[src/hdl/bfa_pkg.sv]
package bfa_pkg;

  // Default map size and page geometry
  localparam int unsigned FRAMES_DEF = 65536;
  localparam int unsigned PAGE_SHIFT = 12;
  localparam int unsigned PAGE_BYTES = 4096;
  localparam int unsigned LOW_FRAME  = 256;   // first frame at 1 MiB
  localparam int unsigned WORD_BITS  = 64;

  // Request codes
  localparam logic [2:0] REQ_ALLOC_ONE = 3'd0;
  localparam logic [2:0] REQ_FREE      = 3'd1;
  localparam logic [2:0] REQ_ALLOC_RUN = 3'd2;
  localparam logic [2:0] REQ_USABLE    = 3'd3;
  localparam logic [2:0] REQ_RESERVE   = 3'd4;

  // Status codes
  localparam logic [1:0] ST_OK     = 2'd0;
  localparam logic [1:0] ST_NOMEM  = 2'd1;
  localparam logic [1:0] ST_DOUBLE = 2'd2;

  localparam logic [16:0] CNT_MAX = 17'h1FFFF;

endpackage

[src/hdl/bfa_zero_find.sv]
module bfa_zero_find
  import bfa_pkg::*;
(
  input  logic [WORD_BITS-1:0] word_i,
  output logic                 full_o,
  output logic [5:0]           bit_o
);

  // Find the lowest clear bit, scanning from the top so the lowest wins
  always_comb begin
    full_o = &word_i;
    bit_o  = 6'd63;
    for (int i = WORD_BITS - 1; i >= 0; i--) begin
      if (!word_i[i]) begin
        bit_o = 6'(i);
      end
    end
  end

endmodule

[config.mk]
export PLATFORM = sky130hd
export DESIGN_NAME = bfa_zero_find
export DESIGN_NICKNAME = d
export VERILOG_FILES = /design/src/hdl/bfa_pkg.sv /design/src/hdl/bfa_zero_find.sv
export SDC_FILE = /design/constraint.sdc
export NUM_CORES = 1
export LEC_CHECK = 0
export BUFFER_PORTS_ARGS = -buffer_cell sky130_fd_sc_hd__buf_2
export CORE_MARGIN = 2
export CORE_UTILIZATION = 43
export DETAILED_ROUTE_END_ITERATION = 8
export GPL_TIMING_DRIVEN = 0
export PLACE_DENSITY = 0.93
export SYNTH_ARGS = -nofsm -noshare
export SYNTH_HDL_FRONTEND = slang
export SYNTH_SLANG_ARGS = --single-unit
export TNS_END_PERCENT = 30
[constraint.sdc]
create_clock -name vclk -period 1.5
set_input_delay 0.075 -clock vclk [all_inputs]
set_output_delay 0.075 -clock vclk [all_outputs]
set_load 0.05 [all_outputs]
==> flow_summary.toml, run 1 <==
[timing]
period_needed_ps = 1450
fin_ws_ps = 53.8
setup_viol = 0
hold_viol_final = 0
tightest_slew_ps = 412
rsz0062_at_grt = "yes"
relSlewSlack_pct = 72.2
tns_ps = 0
maxSlewViolCount = 0
timing.fmax_mhz = 691
finalCritPeriodShare_pct = 96.4

[layout]
drive_above_1_share_pct = 38.6
area_growth_pct = 52.5
seqCellArea_sq_um = 0
final_cell_mix = "68 x buf_2, 25 x nand2_1, 17 x nand4_1, 10 x inv_1, 8 x a21oi_1"
clkbuf_count = 0
final_common_cell = "buf_2"
diodes = 0
utilization_pct = 69.3
design.seq.count = 0
fin_nets = 273
fillers = 164

[place]
gp_congestion = 0.858
portBuffers = 71
place_ws_ps = -9.93
hpwl_mm = 2.48

[synthesis]
synth-xor-area-share_pct = 0
synth-compound-area-share_pct = 40.0
avgSynthCellArea_sq_um = 5.77
muxShareOfSynthArea_pct = 0
synth-simple-area-share_pct = 55.2
synth_cells = 136
yosysWarnings = 0
synthDistinctLibCells = 40
synthAdderAreaFrac_pct = 0
ys_seq_area_share_pct = 0
syn_nets = 200
synth_top_family_by_area = "simple AND/OR/NAND/NOR gates"
syn-cell-area_sq_um = 785

[detailed_routing]
vias = 1385
ant_nets = 0
wl_per_cell_microns = 12.3
drt_first_pass_iters = 4
drt_iter0_markers = 53
totalWireLength_mm = 2.86
drc = 0
viasPerCell = 5.97

[power_and_ir_drop]
p_leak_nw = 0.548
power.density_mw_per_mm2 = 210
p_int_uw = 109
power_frac_seq_pct = 0
ir_worst_vdd_uv = 104
power_frac_clock_pct = 0
p_sw_uw = 143
comb_power_share_pct = 100.0
p_sw_share_pct = 56.9

[clock_network]
post_cts_buffers = 0
ctsHoldBuffers = 0

[floorplan]
die_h_microns = 46.7
core-area_sq_mm = 0.00173
num_rows = 15
start_util_pct = 45.4
io_pins = 71
die_area_sq_mm = 0.00218
dieWidth_microns = 46.7

[run]
drv_cap = 0

[worst_hold_path]
min_path_cells = 3
hp-class = "in2out"

[global_route]
antenna_found_initial = 0
overflow = 0
grt_pass1_vias = 1147
grt_max_degree = 7
grt_pass1_wl_mm = 4.31
grt_usage_pct = 26.0

[worst_setup_path]
worstPathArrival_ps = 1370
cp-start-kind = "primary input"
crit_path_end = "full_o"
cp-end-kind = "output pin"
crit_type = "in2out"
worstPathMaxFanout = 4
startpoint = "word_i[50]"
required_ps = 1420

[status]
status = "finished, final reports clean"
[layer usage]
layer	share of wire (%)	track usage (%)
met4	2.8	5.56
met1	42	30.8
met3	6.6	0.392
met5	0	0
met2	49	51.4
[cell type report]
type	instances	area, sq um	share of cell area [%]
inverters	10	37.5	3.14
multi-input cells	126	764	63.9
well taps	25	31.3	2.62
repair buffers	71	363	30.3
[logic make-up after synthesis]
kind of cell	after synthesis
AO/OA/AOI/OAI	44
buffers and inverters	10
AND/OR/NAND/NOR	82
[cell usage after synthesis (2+ instances only)]
| master | instances | area share, % |
|---|---|---|
| o2bb2ai_1 | 2 | 2.2 |
| nand3_1 | 7 | 4.5 |
| a21oi_1 | 9 | 5.7 |
| a21boi_0 | 3 | 2.9 |
| o211ai_1 | 2 | 1.9 |
| a31o_2 | 2 | 2.2 |
| nand4_1 | 17 | 14 |
| nand2_1 | 25 | 12 |
| and2_1 | 2 | 1.6 |
| nor4_1 | 3 | 2.4 |
| nor2_1 | 6 | 2.9 |
| a311oi_1 | 3 | 3.3 |
| nor3_1 | 5 | 3.2 |
| inv_1 | 10 | 4.8 |
| o21ai_0 | 6 | 3.8 |
| nand2b_1 | 3 | 2.4 |
| a31oi_1 | 3 | 2.4 |
| and3_1 | 4 | 3.2 |
| o31ai_1 | 3 | 2.9 |
[how the worst min path moves through the flow]
stage	startpoint	endpoint	slack, ps
floorplan	word_i[4]	bit_o[3]	410
global placement	word_i[0]	bit_o[0]	590
detailed placement	word_i[0]	bit_o[0]	590
CTS	word_i[0]	bit_o[0]	590
global route	word_i[0]	bit_o[0]	610
finish	word_i[0]	bit_o[0]	580
[power by group through the flow]
stage	clock network (mW)	logic (mW)	registers, mW
after floorplan	0	0.0963	0
after global placement	0	0.239	0
after detailed placement	0	0.245	0
after CTS	0	0.247	0
after global routing	0	0.278	0
final	0	0.252	0
[what timing repair did]
| item | in CTS | in global routing |
|---|---|---|
| endpoints found under the hold margin | 0 | 0 |
| endpoints found under the setup margin | 1 | 3 |
| gates resized for setup | 1 | 6 |
| pin swaps | 0 | 2 |
[worst max-delay path: stages]
cell and delay (ps):
buf_2 110, nand2_2 70, or3_1 420, nor4_1 300, and3_2 210, buf_4 190
[per-stage QoR]
stage	hold slack, ps	instance area (sq um)	instances	power [mW]
global placement	586	1180	232	0.239
floorplan	412	790	136	0.0963
global route	607	1200	232	0.278
finish	584	1200	232	0.252
CTS	587	1180	232	0.247
detailed placement	587	1180	232	0.245
No activity file was read; power rests on OpenSTA's default activity.
==> run 2, diff against run 1 <==
--- a/config.mk
+++ b/config.mk
@@ -5,9 +5,10 @@
 export SDC_FILE = /design/constraint.sdc
 export NUM_CORES = 1
 export LEC_CHECK = 0
+export ABC_AREA = 1
 export BUFFER_PORTS_ARGS = -buffer_cell sky130_fd_sc_hd__buf_2
 export CORE_MARGIN = 2
-export CORE_UTILIZATION = 43
+export CORE_UTILIZATION = 40
 export DETAILED_ROUTE_END_ITERATION = 8
 export GPL_TIMING_DRIVEN = 0
 export PLACE_DENSITY = 0.93
==> run 2 against run 1 <==
The flow now finishes with violations (negative setup slack). Die area shrank 9.0%. Non-clock buffer count is the same. Wire length decreased by 33%. Setup slack lost 1800 ps. First-iteration DRC count decreased by 92%. Critical path depth grew 57. Area after synthesis fell by 16%. Total power decreased by 3.0%. Via count shrank 15%. Core utilization is 1.2 points higher. Critical endpoint is now bit_o[0]. Largest power group unchanged.
==> flow_summary.toml, run 2 <==
[worst_hold_path]
min_path_cells = 3
worstHoldEndpoint = "bit_o[0]"
min_from = "word_i[1]"
hp-class = "in2out"

[synthesis]
yosysTopAreaCell = "nand2_1"
avgSynthCellArea_sq_um = 4.17
synth-simple-area-share_pct = 81.6
synthTopCellsByCount = "103 x nand2_1, 25 x nor2_1, 5 x a31oi_1, 5 x inv_1"
ys_seq_area_share_pct = 0
syn-cell-area_sq_um = 658
synth_top_family_by_area = "simple AND/OR/NAND/NOR gates"
yosysWarnings = 0
synth-xor-area-share_pct = 0
syn_nets = 222
synthDistinctLibCells = 14
muxShareOfSynthArea_pct = 0
synthAdderAreaFrac_pct = 0
synth_cells = 158
synth-compound-area-share_pct = 15.6
synth_top_area_share_pct = 58.7
synth_most_common_cell = "nand2_1"
synth.area.top_cells = "nand2_1 59%, nor2_1 14%, a31oi_1 4.8%"

[worst_setup_path]
required_ps = 1420
cp-end-kind = "output pin"
critical-path-max-stage-delay_ps = 170
crit_type = "in2out"
crit_path_top_delay_cell = "buf_6"
worstPathArrival_ps = 3210
cp-start-kind = "primary input"
crit_top_cell = "nand2_1"
worstPathMaxFanout = 2

[layout]
utilization_pct = 70.4
design.seq.count = 0
stdcell_count = 245
multi_input_area_sq_um = 656
fin_nets = 295
fin_area_sq_mm = 0.00107
area_growth_pct = 63.1
final_cell_mix = "101 x nand2_1, 66 x buf_2, 25 x nor2_1, 5 x inv_1, 5 x a31oi_1"
drive_above_1_share_pct = 32.8
clkbuf_count = 0
seqCellArea_sq_um = 0
diodes = 0
fillers = 163
final_common_cell = "nand2_1"

[floorplan]
dieWidth_microns = 44.6
io_pins = 71
die_area_sq_mm = 0.00199
start_util_pct = 43.2
num_rows = 14
die_h_microns = 44.6
core-area_sq_mm = 0.00152

[detailed_routing]
drc = 0
ant_nets = 0
drt_iter0_markers = 4
vias = 1176
viasPerCell = 4.80
drt_first_pass_iters = 4
totalWireLength_mm = 1.91
wl_per_cell_microns = 7.80

[timing]
setup_viol = 3
period_needed_ps = 3280
maxSlewViolCount = 0
tns_ps = -2740
relSlewSlack_pct = 74.3
timing.hold.ws_ps = 478
tightest_slew_ps = 381
rsz0062_at_grt = "yes"
finalCritPeriodShare_pct = 219
timing.fmax_mhz = 305
fin_ws_ps = -1780
hold_viol_final = 0

[global_route]
grt_pass1_vias = 990
overflow = 0
grt_pass1_wl_mm = 3.33
grt_usage_pct = 20.3
antenna_found_initial = 0
grt_max_degree = 4

[power_and_ir_drop]
p_total_uw = 244
power.density_mw_per_mm2 = 227
p_leak_nw = 0.644
ir_worst_vdd_uv = 153

[place]
dp.cells = 245
dpl_cell_area_sq_mm = 0.00104
portBuffers = 71
gp_congestion = 0.738
place_ws_ps = -1900
hpwl_mm = 1.74

[clock_network]
post_cts_buffers = 0
ctsHoldBuffers = 0

[status]
status = "finished, violations left"
violations = "negative setup slack"

[run]
drv_cap = 0
## run 2: area by class of cell
class,instances,area share [%]
multi-input cells,153,61.1
repair buffers,71,35.3
well taps,16,1.86
inverters,5,1.75
## run 2: critical path, delay by kind of cell
kind	cells	cell delay, ps
buffers and inverters	2	260
AND/OR/NAND/NOR	60	2790
AO/OA/AOI/OAI	1	120
## run 2: worst max path at each step
stage | end | slack, ps | startpoint
after CTS | bit_o[0] | -1800 | word_i[61]
after detailed placement | bit_o[0] | -1900 | word_i[61]
after floorplan | bit_o[0] | -1530 | word_i[62]
after global routing | bit_o[0] | -2560 | word_i[62]
after global placement | bit_o[0] | -1840 | word_i[62]
final | bit_o[0] | -1780 | word_i[61]
## run 2: cells by family (layout without fill, tap and decap cells)
family                 after synthesis  in the layout
AOI/OAI and AO/OA                   15             15
buffers and inverters                5             76
and+or+nand+nor                    138            138
## run 2: per-layer routing
layer / wire (microns) / track usage (%) / up-vias
met5: 0 / 0 / -
met4: 0 / 0 / 0
met3: 161 / 2.04 / 0
met2: 938 / 42.0 / 43
met1: 812 / 22.9 / 480
li1: - / - / 653
## run 2: power by group
part	total (mW)	switching (mW)	internal, mW
combinational	0.244	0.127	0.118
sequential	0	0	0
clock	0	0	0
total	0.244	0.127	0.118
## run 2: timing repair
| item | in CTS | in global routing |
|---|---|---|
| pin swaps | 0 | 0 |
| endpoints found under the setup margin | 3 | 3 |
| gates resized for setup | 10 | 0 |
